<file path="config.mk">
export PLATFORM = sky130hd
export DESIGN_NAME = ps2_keyboard_command_sequencer
export DESIGN_NICKNAME = d
export VERILOG_FILES = /design/src/rtl/kbcs_pkg.sv /design/src/rtl/kbcs_cmd_ram.sv /design/src/rtl/kbcs_stat_ram.sv /design/src/rtl/kbcs_out_buf.sv /design/src/rtl/ps2_keyboard_command_sequencer.sv
export SDC_FILE = /design/constraint.sdc
export NUM_CORES = 1
export LEC_CHECK = 0
export BUFFER_PORTS_ARGS = -buffer_cell sky130_fd_sc_hd__buf_4
export CAP_MARGIN = 25
export CORE_UTILIZATION = 34
export CTS_BUF_LIST = sky130_fd_sc_hd__clkbuf_2 sky130_fd_sc_hd__clkbuf_4 sky130_fd_sc_hd__clkbuf_8
export DETAILED_ROUTE_END_ITERATION = 6
export PLACE_DENSITY_LB_ADDON = 0.2
export SLEW_MARGIN = 0
export SYNTH_ARGS = -nofsm -noshare
export SYNTH_HDL_FRONTEND = slang
export SYNTH_SLANG_ARGS = --single-unit
</file>
<file path="constraint.sdc">
create_clock -name clk_i -period 4.4 [get_ports clk_i]
set_clock_uncertainty 0.05 [all_clocks]
set_input_delay 0.88 -clock clk_i [delete_from_list [all_inputs] [get_ports clk_i]]
set_output_delay 0.88 -clock clk_i [all_outputs]
set_load 0.02 [all_outputs]
</file>
<file path="src/rtl/kbcs_pkg.sv">
// Shared types and constants for the PS/2 keyboard command sequencer.
// Holds the command, request and result codes, the keyboard byte values and the result record.
// No dependencies.
package kbcs_pkg;

  localparam int unsigned QueueDepthDefault = 16;
  localparam int unsigned PortCountDefault  = 2;
  localparam int unsigned MaxResults        = 3;

  typedef enum logic [1:0] {
    CMD_ENQUEUE = 2'd0,
    CMD_RX_BYTE = 2'd1,
    CMD_CONNECT = 2'd2
  } cmd_e;

  typedef enum logic [1:0] {
    REQ_ECHO    = 2'd0,
    REQ_ENABLE  = 2'd1,
    REQ_DISABLE = 2'd2,
    REQ_GETSET  = 2'd3
  } req_e;

  typedef enum logic [2:0] {
    RES_DONE    = 3'd0,
    RES_TX      = 3'd1,
    RES_PASS    = 3'd2,
    RES_ECHO_OK = 3'd3,
    RES_SET     = 3'd4,
    RES_FULL    = 3'd5
  } res_kind_e;

  localparam logic [7:0] BYTE_RESEND     = 8'hFE;
  localparam logic [7:0] BYTE_ACK        = 8'hFA;
  localparam logic [7:0] BYTE_ECHO       = 8'hEE;
  localparam logic [7:0] BYTE_ENABLE     = 8'hF4;
  localparam logic [7:0] BYTE_DISABLE    = 8'hF5;
  localparam logic [7:0] BYTE_GETSET     = 8'hF0;
  localparam logic [7:0] BYTE_GETSET_ARG = 8'h00;

  typedef struct packed {
    res_kind_e  kind;
    logic       port;
    logic [7:0] data;
  } res_t;

  // Results appended to the output buffer in the same cycle, and the start of delivery.
  typedef struct packed {
    logic [1:0] cnt;
    res_t       first;
    res_t       second;
    logic       send;
  } buf_ctl_t;

  function automatic logic [7:0] tx_byte(req_e kind);
    logic [7:0] b;
    case (kind)
      REQ_ECHO:    b = BYTE_ECHO;
      REQ_ENABLE:  b = BYTE_ENABLE;
      REQ_DISABLE: b = BYTE_DISABLE;
      default:     b = BYTE_GETSET;
    endcase
    return b;
  endfunction

endpackage

</file>
<file path="src/rtl/kbcs_cmd_ram.sv">
// Command queue storage for all ports, one 2-bit command code per entry.
// Synchronous memory with one write port and one registered read port.
// Uses no package.
module kbcs_cmd_ram #(
  parameter int unsigned DEPTH = 32,
  parameter int unsigned AW    = 5
) (
  input  logic          clk_i,
  input  logic          we_i,
  input  logic [AW-1:0] waddr_i,
  input  logic [1:0]    wdata_i,
  input  logic          re_i,
  input  logic [AW-1:0] raddr_i,
  output logic [1:0]    rdata_o
);

  logic [1:0] mem_q [DEPTH];
  logic [1:0] rdata_q;

  always_ff @(posedge clk_i) begin
    if (we_i) begin
      mem_q[waddr_i] <= wdata_i;
    end
    if (re_i) begin
      rdata_q <= mem_q[raddr_i];
    end
  end

  assign rdata_o = rdata_q;

endmodule

</file>
<file path="src/rtl/kbcs_stat_ram.sv">
// Per-port status storage: queue pointers, reply tracking and learned scancode set.
// Synchronous memory with a registered read; entries read as zero until first written.
// Uses no package.
module kbcs_stat_ram #(
  parameter int unsigned ENTRIES = 2,
  parameter int unsigned W       = 20,
  parameter int unsigned IW      = 1
) (
  input  logic          clk_i,
  input  logic          rst_ni,
  input  logic          we_i,
  input  logic [IW-1:0] waddr_i,
  input  logic [W-1:0]  wdata_i,
  input  logic          re_i,
  input  logic [IW-1:0] raddr_i,
  output logic [W-1:0]  rdata_o
);

  logic [W-1:0] mem_q [ENTRIES];
  logic         valid_q [ENTRIES];
  logic [W-1:0] data_q;
  logic         rvalid_q;

  always_ff @(posedge clk_i) begin
    if (we_i) begin
      mem_q[waddr_i] <= wdata_i;
    end
    if (re_i) begin
      data_q <= mem_q[raddr_i];
    end
  end

  always_ff @(posedge clk_i or negedge rst_ni) begin
    if (!rst_ni) begin
      for (int i = 0; i < ENTRIES; i++) begin
        valid_q[i] <= 1'b0;
      end
      rvalid_q <= 1'b0;
    end else begin
      if (we_i) begin
        valid_q[waddr_i] <= 1'b1;
      end
      if (re_i) begin
        rvalid_q <= valid_q[raddr_i];
      end
    end
  end

  assign rdata_o = rvalid_q ? data_q : '0;

endmodule

</file>
<file path="src/rtl/kbcs_out_buf.sv">
// Result buffer and output stage: collects up to three results of one item and
// delivers them one transfer per cycle while the output side is ready, marking the final one.
// Depends on kbcs_pkg.
module kbcs_out_buf (
  input  logic               clk_i,
  input  logic               rst_ni,
  input  kbcs_pkg::buf_ctl_t ctl_i,
  output logic               busy_o,
  output logic               m_valid_o,
  input  logic               m_ready_i,
  output kbcs_pkg::res_t     res_o,
  output logic               last_o
);

  kbcs_pkg::res_t res_q [kbcs_pkg::MaxResults];
  kbcs_pkg::res_t res_d [kbcs_pkg::MaxResults];
  logic [1:0]     n_q, n_d;
  logic [1:0]     idx_q, idx_d;
  logic           busy_q, busy_d;
  logic           last;

  assign last = (idx_q == (n_q - 2'd1));

  always_comb begin
    res_d  = res_q;
    n_d    = n_q + ctl_i.cnt;
    idx_d  = idx_q;
    busy_d = busy_q;
    if ((ctl_i.cnt != 2'd0) && (n_q < 2'(kbcs_pkg::MaxResults))) begin
      res_d[n_q] = ctl_i.first;
    end
    if ((ctl_i.cnt == 2'd2) && (n_q < 2'(kbcs_pkg::MaxResults - 1))) begin
      res_d[n_q + 2'd1] = ctl_i.second;
    end
    if (ctl_i.send) begin
      busy_d = 1'b1;
      idx_d  = 2'd0;
    end
    if (busy_q && m_ready_i) begin
      if (last) begin
        busy_d = 1'b0;
        n_d    = 2'd0;
        idx_d  = 2'd0;
      end else begin
        idx_d = idx_q + 2'd1;
      end
    end
  end

  always_ff @(posedge clk_i) begin
    res_q <= res_d;
  end

  always_ff @(posedge clk_i or negedge rst_ni) begin
    if (!rst_ni) begin
      n_q    <= 2'd0;
      idx_q  <= 2'd0;
      busy_q <= 1'b0;
    end else begin
      n_q    <= n_d;
      idx_q  <= idx_d;
      busy_q <= busy_d;
    end
  end

  assign busy_o    = busy_q;
  assign m_valid_o = busy_q;
  assign res_o     = res_q[idx_q];
  assign last_o    = last;

endmodule

</file>
<file path="src/rtl/ps2_keyboard_command_sequencer.sv">
// Host-side PS/2 keyboard command sequencer for up to two ports. Each port keeps a queue of
// keyboard commands (echo, enable, disable, get scancode set) in a shared command memory and
// its pointers and reply state in a status memory; every item reads the port's status,
// reads or writes the queue as needed, writes the status back as needed and then delivers its
// one or two results. Items are handled one at a time: after acceptance the status read is
// evaluated, then each queue entry is written in turn (enqueue and connect), or a reply reads
// the queue head and, when it pops the head and the next command is sent, the next entry;
// each result is transferred while the output side is ready, and the next item is accepted
// only after the last result. Depends on kbcs_pkg, kbcs_cmd_ram, kbcs_stat_ram and kbcs_out_buf.
module ps2_keyboard_command_sequencer #(
  parameter int unsigned QUEUE_DEPTH = kbcs_pkg::QueueDepthDefault,
  parameter int unsigned PORT_COUNT  = kbcs_pkg::PortCountDefault
) (
  input  logic        clk_i,
  input  logic        rst_ni,
  input  logic        s_axis_tvalid,
  output logic        s_axis_tready,
  input  logic [15:0] s_axis_tdata,  // request_kind [1:0], rx_byte [9:2], zero fill
  input  logic [2:0]  s_axis_tuser,  // command [1:0], port [2]
  output logic        m_axis_tvalid,
  input  logic        m_axis_tready,
  output logic [7:0]  m_axis_tdata,  // data_byte [7:0]
  output logic [3:0]  m_axis_tuser,  // result_kind [2:0], result_port [3]
  output logic        m_axis_tlast
);

  localparam int unsigned QW = $clog2(QUEUE_DEPTH);
  localparam int unsigned CW = $clog2(QUEUE_DEPTH + 1);
  localparam int unsigned TW = CW + 1;
  localparam int unsigned AW = $clog2(PORT_COUNT * QUEUE_DEPTH);
  localparam int unsigned PW = (PORT_COUNT > 1) ? $clog2(PORT_COUNT) : 1;
  localparam int unsigned SW = QW + CW + 11;
  localparam logic [QW-1:0] LastIdx = QW'(QUEUE_DEPTH - 1);
  localparam logic PortOneOk = (PORT_COUNT > 1);

  typedef struct packed {
    logic [QW-1:0] head;
    logic [CW-1:0] count;
    logic          awaiting;
    logic          progress;
    logic [7:0]    learned;
    logic          set_unknown;
  } stat_t;

  typedef enum logic [5:0] {
    S_IDLE  = 6'b000001,
    S_STAT  = 6'b000010,
    S_PUSH  = 6'b000100,
    S_HEAD  = 6'b001000,
    S_NEXT  = 6'b010000,
    S_DRAIN = 6'b100000
  } state_e;

  function automatic logic [QW-1:0] wrap_inc(logic [QW-1:0] idx);
    return (idx == LastIdx) ? '0 : idx + 1'b1;
  endfunction

  function automatic logic [AW-1:0] queue_addr(logic p, logic [QW-1:0] idx);
    return AW'(AW'(p) * AW'(QUEUE_DEPTH)) + AW'(idx);
  endfunction

  function automatic kbcs_pkg::buf_ctl_t one_res(kbcs_pkg::res_kind_e k, logic p,
                                                 logic [7:0] d);
    kbcs_pkg::buf_ctl_t c;
    c = '0;
    c.cnt        = 2'd1;
    c.first.kind = k;
    c.first.port = p;
    c.first.data = d;
    return c;
  endfunction

  function automatic kbcs_pkg::buf_ctl_t tx_res(kbcs_pkg::req_e k, logic p);
    kbcs_pkg::buf_ctl_t c;
    c = '0;
    c.cnt         = (k == kbcs_pkg::REQ_GETSET) ? 2'd2 : 2'd1;
    c.first.kind  = kbcs_pkg::RES_TX;
    c.first.port  = p;
    c.first.data  = kbcs_pkg::tx_byte(k);
    c.second.kind = kbcs_pkg::RES_TX;
    c.second.port = p;
    c.second.data = kbcs_pkg::BYTE_GETSET_ARG;
    return c;
  endfunction

  state_e        state_q, state_d;
  logic [1:0]    cmd_q, cmd_d;
  logic          port_q, port_d;
  logic [1:0]    kind_q, kind_d;
  logic [7:0]    byte_q, byte_d;
  stat_t         st_q, st_d;
  logic [QW-1:0] tail_q, tail_d;
  logic [1:0]    push_left_q, push_left_d;

  logic          stat_we, stat_re;
  logic [PW-1:0] stat_waddr, stat_raddr;
  logic [SW-1:0] stat_wdata, stat_rdata;
  logic          cmd_we, cmd_re;
  logic [AW-1:0] cmd_waddr, cmd_raddr;
  logic [1:0]    cmd_wdata, cmd_rdata;

  stat_t              st_rd, st_new;
  kbcs_pkg::buf_ctl_t ctl;
  logic               buf_busy;
  kbcs_pkg::res_t     out_res;
  kbcs_pkg::req_e     head_kind;
  logic               triple, port_ok, pop, ack_pop, full;
  logic [1:0]         need;
  logic [TW-1:0]      tail_sum;
  logic [QW-1:0]      tail_start;
  kbcs_pkg::req_e     first_kind, push_kind;

  assign st_rd      = stat_rdata;
  assign head_kind  = kbcs_pkg::req_e'(cmd_rdata);
  assign triple     = (cmd_q == kbcs_pkg::CMD_CONNECT) || (kind_q == kbcs_pkg::REQ_GETSET);
  assign port_ok    = PortOneOk || !port_q;
  assign need       = triple ? 2'd3 : 2'd1;
  assign full       = ({1'b0, st_rd.count} + TW'(need)) > TW'(QUEUE_DEPTH);
  assign tail_sum   = TW'(st_rd.head) + TW'(st_rd.count);
  assign tail_start = (tail_sum >= TW'(QUEUE_DEPTH)) ? QW'(tail_sum - TW'(QUEUE_DEPTH))
                                                     : QW'(tail_sum);
  assign first_kind = triple ? kbcs_pkg::REQ_DISABLE : kbcs_pkg::req_e'(kind_q);

  always_comb begin
    if (!triple) begin
      push_kind = kbcs_pkg::req_e'(kind_q);
    end else begin
      case (push_left_q)
        2'd3:    push_kind = kbcs_pkg::REQ_DISABLE;
        2'd2:    push_kind = kbcs_pkg::REQ_GETSET;
        default: push_kind = kbcs_pkg::REQ_ENABLE;
      endcase
    end
  end

  always_comb begin
    state_d     = state_q;
    cmd_d       = cmd_q;
    port_d      = port_q;
    kind_d      = kind_q;
    byte_d      = byte_q;
    st_d        = st_q;
    tail_d      = tail_q;
    push_left_d = push_left_q;
    stat_re     = 1'b0;
    stat_raddr  = PW'(s_axis_tuser[2]);
    stat_we     = 1'b0;
    stat_waddr  = PW'(port_q);
    cmd_re      = 1'b0;
    cmd_raddr   = queue_addr(port_q, st_rd.head);
    cmd_we      = 1'b0;
    cmd_waddr   = queue_addr(port_q, tail_q);
    cmd_wdata   = push_kind;
    ctl         = '0;
    st_new      = st_rd;
    pop         = 1'b0;
    ack_pop     = 1'b0;

    case (state_q)
      S_IDLE: begin
        if (s_axis_tvalid) begin
          cmd_d   = s_axis_tuser[1:0];
          port_d  = s_axis_tuser[2];
          kind_d  = s_axis_tdata[1:0];
          byte_d  = s_axis_tdata[9:2];
          stat_re = 1'b1;
          state_d = S_STAT;
        end
      end

      S_STAT: begin
        state_d = S_DRAIN;
        if (!port_ok) begin
          ctl      = one_res(kbcs_pkg::RES_DONE, port_q, 8'h00);
          ctl.send = 1'b1;
        end else begin
          case (cmd_q)
            kbcs_pkg::CMD_ENQUEUE: begin
              if (full) begin
                ctl      = one_res(kbcs_pkg::RES_FULL, port_q, 8'h00);
                ctl.send = 1'b1;
              end else begin
                st_new.count = st_rd.count + CW'(need);
                if (st_rd.count == '0) begin
                  st_new.awaiting = 1'b1;
                  st_new.progress = 1'b0;
                  ctl = tx_res(first_kind, port_q);
                end else begin
                  ctl = one_res(kbcs_pkg::RES_DONE, port_q, 8'h00);
                end
                stat_we     = 1'b1;
                tail_d      = tail_start;
                push_left_d = need;
                state_d     = S_PUSH;
              end
            end
            kbcs_pkg::CMD_CONNECT: begin
              st_new.head        = '0;
              st_new.count       = CW'(3);
              st_new.awaiting    = 1'b1;
              st_new.progress    = 1'b0;
              st_new.set_unknown = 1'b1;
              ctl         = tx_res(kbcs_pkg::REQ_DISABLE, port_q);
              stat_we     = 1'b1;
              tail_d      = '0;
              push_left_d = 2'd3;
              state_d     = S_PUSH;
            end
            kbcs_pkg::CMD_RX_BYTE: begin
              if ((st_rd.count != '0) && st_rd.awaiting) begin
                cmd_re  = 1'b1;
                st_d    = st_rd;
                state_d = S_HEAD;
              end else begin
                ctl      = one_res(kbcs_pkg::RES_PASS, port_q, byte_q);
                ctl.send = 1'b1;
              end
            end
            default: begin
              ctl      = one_res(kbcs_pkg::RES_DONE, port_q, 8'h00);
              ctl.send = 1'b1;
            end
          endcase
        end
      end

      S_PUSH: begin
        cmd_we      = 1'b1;
        tail_d      = wrap_inc(tail_q);
        push_left_d = push_left_q - 2'd1;
        if (push_left_q == 2'd1) begin
          ctl.send = 1'b1;
          state_d  = S_DRAIN;
        end
      end

      S_HEAD: begin
        st_new = st_q;
        if ((head_kind == kbcs_pkg::REQ_GETSET) && st_q.progress) begin
          st_new.learned     = byte_q - 8'd1;
          st_new.set_unknown = 1'b0;
          ctl = one_res(kbcs_pkg::RES_SET, port_q, byte_q - 8'd1);
          pop = 1'b1;
        end else if (byte_q == kbcs_pkg::BYTE_RESEND) begin
          ctl = tx_res(head_kind, port_q);
        end else if (head_kind == kbcs_pkg::REQ_ECHO) begin
          if (byte_q == kbcs_pkg::BYTE_ECHO) begin
            ctl = one_res(kbcs_pkg::RES_ECHO_OK, port_q, 8'h00);
            pop = 1'b1;
          end else begin
            ctl = one_res(kbcs_pkg::RES_PASS, port_q, byte_q);
          end
        end else if (byte_q == kbcs_pkg::BYTE_ACK) begin
          if (head_kind == kbcs_pkg::REQ_GETSET) begin
            st_new.progress = 1'b1;
            ctl = one_res(kbcs_pkg::RES_DONE, port_q, 8'h00);
          end else begin
            pop     = 1'b1;
            ack_pop = 1'b1;
          end
        end else begin
          ctl = one_res(kbcs_pkg::RES_PASS, port_q, byte_q);
        end

        if (pop) begin
          st_new.head     = wrap_inc(st_q.head);
          st_new.count    = st_q.count - CW'(1);
          st_new.progress = 1'b0;
          st_new.awaiting = (st_q.count != CW'(1));
        end
        stat_we = 1'b1;
        st_d    = st_new;

        if (pop && (st_q.count != CW'(1))) begin
          cmd_re    = 1'b1;
          cmd_raddr = queue_addr(port_q, wrap_inc(st_q.head));
          state_d   = S_NEXT;
        end else begin
          if (ack_pop) begin
            ctl = one_res(kbcs_pkg::RES_DONE, port_q, 8'h00);
          end
          ctl.send = 1'b1;
          state_d  = S_DRAIN;
        end
      end

      S_NEXT: begin
        ctl      = tx_res(head_kind, port_q);
        ctl.send = 1'b1;
        state_d  = S_DRAIN;
      end

      S_DRAIN: begin
        if (!buf_busy) begin
          state_d = S_IDLE;
        end
      end

      default: begin
        state_d = S_IDLE;
      end
    endcase
  end

  assign stat_wdata = st_new;

  always_ff @(posedge clk_i or negedge rst_ni) begin
    if (!rst_ni) begin
      state_q <= S_IDLE;
    end else begin
      state_q <= state_d;
    end
  end

  always_ff @(posedge clk_i) begin
    cmd_q       <= cmd_d;
    port_q      <= port_d;
    kind_q      <= kind_d;
    byte_q      <= byte_d;
    st_q        <= st_d;
    tail_q      <= tail_d;
    push_left_q <= push_left_d;
  end

  kbcs_stat_ram #(
    .ENTRIES(PORT_COUNT),
    .W      (SW),
    .IW     (PW)
  ) u_stat_ram (
    .clk_i  (clk_i),
    .rst_ni (rst_ni),
    .we_i   (stat_we),
    .waddr_i(stat_waddr),
    .wdata_i(stat_wdata),
    .re_i   (stat_re),
    .raddr_i(stat_raddr),
    .rdata_o(stat_rdata)
  );

  kbcs_cmd_ram #(
    .DEPTH(PORT_COUNT * QUEUE_DEPTH),
    .AW   (AW)
  ) u_cmd_ram (
    .clk_i  (clk_i),
    .we_i   (cmd_we),
    .waddr_i(cmd_waddr),
    .wdata_i(cmd_wdata),
    .re_i   (cmd_re),
    .raddr_i(cmd_raddr),
    .rdata_o(cmd_rdata)
  );

  kbcs_out_buf u_out_buf (
    .clk_i    (clk_i),
    .rst_ni   (rst_ni),
    .ctl_i    (ctl),
    .busy_o   (buf_busy),
    .m_valid_o(m_axis_tvalid),
    .m_ready_i(m_axis_tready),
    .res_o    (out_res),
    .last_o   (m_axis_tlast)
  );

  assign s_axis_tready = (state_q == S_IDLE);
  assign m_axis_tdata  = out_res.data;
  assign m_axis_tuser  = {out_res.port, out_res.kind};

endmodule

</file>
==> results of run 1 <==
[cells in the mapped netlist, types with 8 or more instances]
cell / n
a21oi_1: 35
nor2b_1: 11
mux2i_1: 74
nor3_1: 15
dfxtp_1: 36
dfrtp_1: 13
inv_1: 25
edfxtp_1: 129
nand2_1: 67
o21ai_0: 61
xnor2_1: 10
a211oi_1: 12
mux2_2: 16
clkbuf_1: 23
nand3_1: 13
ha_1: 24
a21o_1: 8
nor2_1: 100
[final cells by class]
cell class	count	share of cell area, %
Sequential cell	179	47.8
Multi-Input combinational cell	571	38.7
Timing Repair Buffer	56	4.18
Tap cell	341	4.12
Clock buffer	17	2.26
Clock inverter	15	2.06
Inverter	25	0.907
[sequential cells by signal, indices dropped and copies added (netlist names), 4 cells and up]
name               count
u_stat_ram.data_q     11
byte_q                 8
u_out_buf.res_q       36
u_stat_ram.mem_q      22
tail_q                 4
u_cmd_ram.mem_q       64
st_q                  11
state_q                6
[through the flow]
step	power (mW)	area, sq um	worst slack [ps]
after floorplan	3.68	9260	564
after global placement	4.27	9900	747
after detailed placement	4.29	9900	777
after CTS	5.53	10300	759
after global routing	5.80	10300	509
final	5.46	10300	758
[layout by cell type (no fill, tap or decap), types with 7 or more instances in the layout]
cell	n
inv_1	25
a21o_1	8
nor2_1	100
clkbuf_8	17
o21ai_0	61
xnor2_1	10
edfxtp_1	129
and2_1	7
nor2b_1	11
mux2_2	16
mux2i_1	74
dfxtp_1	36
buf_4	55
nand3_1	13
ha_1	24
a211oi_1	12
dfrtp_1	13
mux4_2	7
nor3_1	15
nand2_1	67
a21oi_1	35
[routing by layer]
metal	wire (um)	part of all wire [%]
met4	229	1.1
met2	10400	49
met1	10000	47
met3	616	2.9
met5	0	0
[logic make-up (layout without fill, tap and decap cells)]
family / Yosys count / count (layout) / synth area share, %
fa+ha+maj: 26 / 26 / 3.67
buf+inv: 66 / 113 / 3.40
simple gates: 263 / 263 / 13.8
flops: 179 / 179 / 53.4
xor+xnor: 16 / 16 / 1.51
mux: 99 / 99 / 12.2
compound gates: 167 / 167 / 12.1
[how the worst max path moves through the flow]
stage | start | end | slack, ps | cells past startpoint
floorplan | u_stat_ram.rvalid_q | u_stat_ram.valid_q[0] | 560 | 10
CTS | cmd_q[1] | u_stat_ram.mem_q[0][9] | 760 | 13
detailed placement | cmd_q[1] | u_stat_ram.mem_q[0][18] | 780 | 13
finish | byte_q[0] | u_cmd_ram.rdata_o[0] | 760 | 12
global route | cmd_q[1] | u_stat_ram.mem_q[0][9] | 510 | 13
global placement | cmd_q[1] | u_stat_ram.mem_q[0][18] | 750 | 13
[power breakdown]
group	switching, mW	total (mW)	internal [mW]
registers	0.216	2.39	2.17
logic	1.06	1.84	0.777
clock network	0.773	1.23	0.462
==> out/metrics.yaml, run 1 <==
layout:
  fillCellCount: 2581
  multiInputGateArea_sq_mm: 0.00400
  nets: 899
  fin_util_pct: 38.6
  ff_latch_area_sq_mm: 0.00495
  syn2layout_area_growth_pct: 11.7
  drive_above_1_share_pct: 15.3
  layout.cells.non_filler: 1204
  n_antenna_cell: 0
synthesis:
  postSynthAreaPerCell_sq_um: 11.3
  seq_area_frac_synth_pct: 53.4
  synth_top_area_cell: "edfxtp_1"
  synthesis.area_sq_mm: 0.00926
  synth_async_sr_flop_share_pct: 7.82
  synth_cells: 816
  synth_edf_count: 129
  synth.top_cell.area_share_pct: 41.8
  synthFlopType: "edfxtp_1"
  ys_types: 75
  ys_ff_latch: 179
  syn_nets: 865
  yosysWarnings: 0
  synth_area_leaders: "edfxtp_1 42%, mux2i_1 8.0%, dfxtp_1 7.8%"
critical_path:
  reg2reg_slack_ps: 760
  cp-start-kind: "register"
  crit_top_cell: "mux2i_1"
  r2r_end: "u_cmd_ram.rdata_o[0]"
  worst_path_dominant_cell_family: "multiplexers"
  critPathSlowestCell: "mux4_1"
  cp-end-kind: "register"
  ff2ff_path_depth: 12
  arrival_ps: 3950
  cp_max_fo: 32
  critPathRequiredTime_ps: 4710
  cpPeakStageDelay_ps: 520
  rr_startpoint: "byte_q[0]"
  criticalPathCategory: "reg -> reg"
  cp_cell_sequence: "inv_1, ha_1, nand3_1, nor4_4, a21oi_4, nor2_8, mux2i_4, buf_12, mux2i_1, mux4_1, mux2i_1, mux2_2"
  cp.buffers_inverters: 2
timing:
  whs_ps: 182
  drv_slew: 0
  worst_pin_slew_ps: 786
  maxSlewHeadroom_pct: 47.6
  period_needed_ps: 3640
  fin_tns_setup_ps: 0
  hold_viol: 0
  setup_viol: 0
  rsz0062_at_grt: "no"
  max_freq_mhz: 275
  post-route-period-util_pct: 82.8
floorplan:
  start_util_pct: 34.6
  die-area_sq_mm: 0.0279
  ioPinCount: 38
  num_rows: 60
  core_area_sq_mm: 0.0268
  die_x_um: 167
  dieHeight_um: 167
detailed_routing:
  wl_um: 21200
  route.detailed.drc: 0
  wl_per_cell_um: 17.6
  drtIter0Drc: 451
  via_count: 6262
  ant_nets: 0
  viasPerCell: 5.20
  firstDrtPassIters: 5
global_route:
  top_usage_layer: "met2"
  grt_use_met1_pct: 21.0
  use_met2_pct: 26.9
  grt_use_total_pct: 16.0
  grt_use_met3_pct: 2.88
  grt_pass1_vias: 6236
  grt_max_degree: 33
  antenna_found_initial: 0
  grt_pass1_wl_um: 34500
  grt_overflow: 0
clocking:
  clock_latency_ps: 490
  cts_made_buffers: 17
  cts_max_level: 4
  post_cts_resized: 0
  root_buffer: "clkbuf_8"
  clockBufferDepth: 2
  cts_tree: "done"
  ctsHoldBuffers: 0
  path_clk_slew_ps: 110
  cts_sinks: 179
  cts_setup_buffers: 0
power_and_ir_drop:
  p_per_area_mw_per_mm2: 528
  p_leak_nw: 3.83
  ir_drop_v: 0.000198
run:
  drv_cap: 0
place:
  dp_hpwl_um: 14800
  io_buffers: 31
  routabilityCongestion: 0.816
  placed_cells: 1172
run_status:
  outcome: "finished clean"
min_path:
  hold_class: "in -> async"
(Power assumes the default switching activity.)
==> run 2, diff against run 1 <==
==> constraint.sdc (replaced) <==
create_clock -name clk_i -period 3.5 [get_ports clk_i]
set_clock_uncertainty 0.05 [all_clocks]
set_input_delay 0.7 -clock clk_i [delete_from_list [all_inputs] [get_ports clk_i]]
set_output_delay 0.7 -clock clk_i [all_outputs]
set_load 0.02 [all_outputs]
==> out/metrics.yaml, run 2 (synthesis results as in run 1) <==
floorplan:
  ioPinCount: 38  # unchanged
  core_area_sq_mm: 0.0268  # unchanged
  num_rows: 60  # unchanged
  die-area_sq_mm: 0.0279  # unchanged
  dieHeight_um: 167  # unchanged
  start_util_pct: 34.6  # unchanged
  die_x_um: 167  # unchanged
clocking:
  root_buffer: "clkbuf_8"  # unchanged
  cts_tree: "done"  # unchanged
  path_clk_slew_ps: 110  # about the same
  clock_latency_ps: 490  # about the same
  cts_max_level: 4  # unchanged
  clockBufferDepth: 2  # unchanged
  cts_sinks: 179  # unchanged
  cts_made_buffers: 17  # unchanged
layout:
  n_antenna_cell: 0  # unchanged
  multiInputGateArea_sq_mm: 0.00401  # was 0.00400 sq mm
  mostFrequentLayoutCells: "129 x edfxtp_1, 100 x nor2_1, 73 x mux2i_1"  # was 129 x edfxtp_1, 100 x nor2_1, 74 x mux2i_1
  max_flop_register: "u_cmd_ram.mem_q"  # unchanged
  fillCellCount: 2581  # unchanged
  nets: 921  # was 899
  top_regs: "u_cmd_ram.mem_q x64, u_out_buf.res_q x36, u_stat_ram.mem_q x22"  # unchanged
  ff_latch_area_sq_mm: 0.00495  # unchanged
  syn2layout_area_growth_pct: 14.5  # was 11.7%
  final_common_cell: "edfxtp_1"  # unchanged
  layout.cells.non_filler: 1226  # was 1204
  largest_reg_flops: 64  # unchanged
  drive_above_1_share_pct: 17.5  # was 15.3%
critical_path:
  cp_max_fo: 8  # was 32
  ff2ff_path_depth: 13  # was 12
  cpPeakStageDelay_ps: 410  # was 520 ps
  cp_cell_sequence: "inv_1, ha_1, nand2_2, o311ai_4, a21oi_4, nor2_8, mux2i_4, buf_12, buf_12, mux2i_2, mux4_2, mux2i_1, mux2_2"  # was inv_1, ha_1, nand3_1, nor4_4, a21oi_4, nor2_8, mux2i_4, buf_12, mux2i_1, mux4_1, mux2i_1, mux2_2
  crit_top_cell: "buf_12"  # was mux2i_1
  r2r_end: "u_cmd_ram.rdata_o[1]"  # was u_cmd_ram.rdata_o[0]
  cp-end-kind: "register"  # unchanged
  critPathRequiredTime_ps: 3700  # was 4710 ps
  cp-start-kind: "register"  # unchanged
  criticalPathCategory: "reg -> reg"  # unchanged
  critPathSlowestCell: "edfxtp_1"  # was mux4_1
  arrival_ps: 3480  # was 3950 ps
  reg2reg_slack_ps: 210  # was 760 ps
  rr_startpoint: "byte_q[0]"  # unchanged
detailed_routing:
  wl_met2_um: 10500  # was 10400 um
  wl_per_cell_um: 17.8  # was 17.6 um
  viasPerCell: 5.20  # about the same
  firstDrtPassIters: 5  # unchanged
  top_layer_used: "met4"  # unchanged
  drtIter0Drc: 495  # was 451
  wl_um: 21900  # was 21200 um
  drt-met1-wl_um: 10400  # was 10000 um
  via_count: 6377  # was 6262
  ant_nets: 0  # unchanged
  wl_met3_um: 730  # was 616 um
  route.detailed.drc: 0  # unchanged
power_and_ir_drop:
  p_int_mw: 4.45  # was 3.41 mW
  pwr-share-comb_pct: 35.0  # was 33.7%
  power.total_mw: 7.03  # was 5.46 mW
  p_switching_mw: 2.58  # was 2.05 mW
  ir_drop_v: 0.000313  # was 0.000198 V
  power_frac_seq_pct: 42.7  # was 43.7%
  p_per_area_mw_per_mm2: 663  # was 528 mW/mm^2
  clkPwrFrac_pct: 22.3  # was 22.6%
  netSwitchingFraction_pct: 36.7  # was 37.6%
  p_leak_nw: 3.96  # was 3.83 nW
min_path:
  min-delay-start: "s_axis_tdata[3]"
  hold_class: "in -> reg"  # was in -> async
  hold_end: "byte_q[1]"
  worstHoldPathCells: 1
global_route:
  grt_overflow: 0  # unchanged
  grt_max_degree: 33  # unchanged
  antenna_found_initial: 0  # unchanged
  grt_pass1_vias: 6334  # was 6236
  grt_use_total_pct: 16.1  # was 16.0%
  grt_pass1_wl_um: 34700  # was 34500 um
run:
  drv_cap: 0  # unchanged
run_status:
  outcome: "finished clean"  # unchanged
timing:
  setup_viol: 0  # unchanged
  maxSlewHeadroom_pct: 56.4  # was 47.6%
  max_freq_mhz: 304  # was 275 MHz
  period_needed_ps: 3290  # was 3640 ps
  hold_viol: 0  # unchanged
  drv_slew: 0  # unchanged
  worst_pin_slew_ps: 647  # was 786 ps
  rsz0062_at_grt: "no"  # unchanged
  post-route-period-util_pct: 94.0  # was 82.8%
place:
  placed_cells: 1189  # was 1172
  routabilityCongestion: 0.811  # was 0.816
  io_buffers: 31  # unchanged
  dp_hpwl_um: 15000  # was 14800 um
run 2: layout make-up:
class | instances | area share [%]
flip-flops and latches | 179 | 46.7
inverters | 25 | 0.885
clock inverters | 15 | 2.03
well taps | 341 | 4.02
multi-input cells | 571 | 37.8
repair buffers | 78 | 6.38
clock buffers | 17 | 2.21
run 2: per-layer routing:
layer	track usage (%)	vias up
li1	-	3105
met1	21.5	3125
met2	26.6	125
met3	2.97	22
met4	4.43	0
met5	0	-
run 2: worst max-delay path by stage:
stage / from / to / slack, ps / cells past startpoint
2_1_floorplan: u_stat_ram.rvalid_q / u_stat_ram.valid_q[1] / -10 / 10
3_3_place_gp: cmd_q[1] / u_stat_ram.mem_q[1][13] / 170 / 15
3_5_place_dp: cmd_q[1] / u_stat_ram.mem_q[1][13] / 200 / 15
4_1_cts: cmd_q[1] / u_stat_ram.mem_q[0][13] / 170 / 15
5_1_grt: cmd_q[1] / u_stat_ram.valid_q[1] / 20 / 15
6_report: byte_q[0] / u_cmd_ram.rdata_o[1] / 210 / 13
run 2: critical path, delay by kind of cell, from the launching register on:
kind	cells	cell delay (ps)
buffers and inverters	3	410
AND/OR/NAND/NOR	2	350
multiplexers	5	1140
AO/OA/AOI/OAI	2	460
adder cells (fa/ha/maj)	1	210
flip-flops	1	410
run 2: power by group through the flow:
| stage | sequential, mW | combinational [mW] | clock [mW] |
|---|---|---|---|
| detailed placement | 3.05 | 2.39 | 0 |
| floorplan | 2.92 | 1.71 | 0 |
| CTS | 3.00 | 2.40 | 1.61 |
| global placement | 3.05 | 2.37 | 0 |
| global route | 3.05 | 2.73 | 1.67 |
| finish | 3.00 | 2.46 | 1.57 |
run 2: what timing repair did:
action,CTS,global route
endpoints found under the setup margin,0,3
hold endpoints to repair,3,0
hold buffers,1,0
buffers inserted,0,1
resized for setup,0,3
run 2: per-stage QoR:
step           setup TNS [ps]  worst slack (ps)  hold WS (ps)  area (sq um)  util (%)
2_1_floorplan           -12.4             -12.4           354          9260         -
3_3_place_gp                0               174           401         10100      37.5
3_5_place_dp                0               197           408         10100      37.5
4_1_cts                     0               169           307         10500      39.2
5_1_grt                     0              21.4           306         10600      39.6
6_report                    0               211           334         10600      39.6
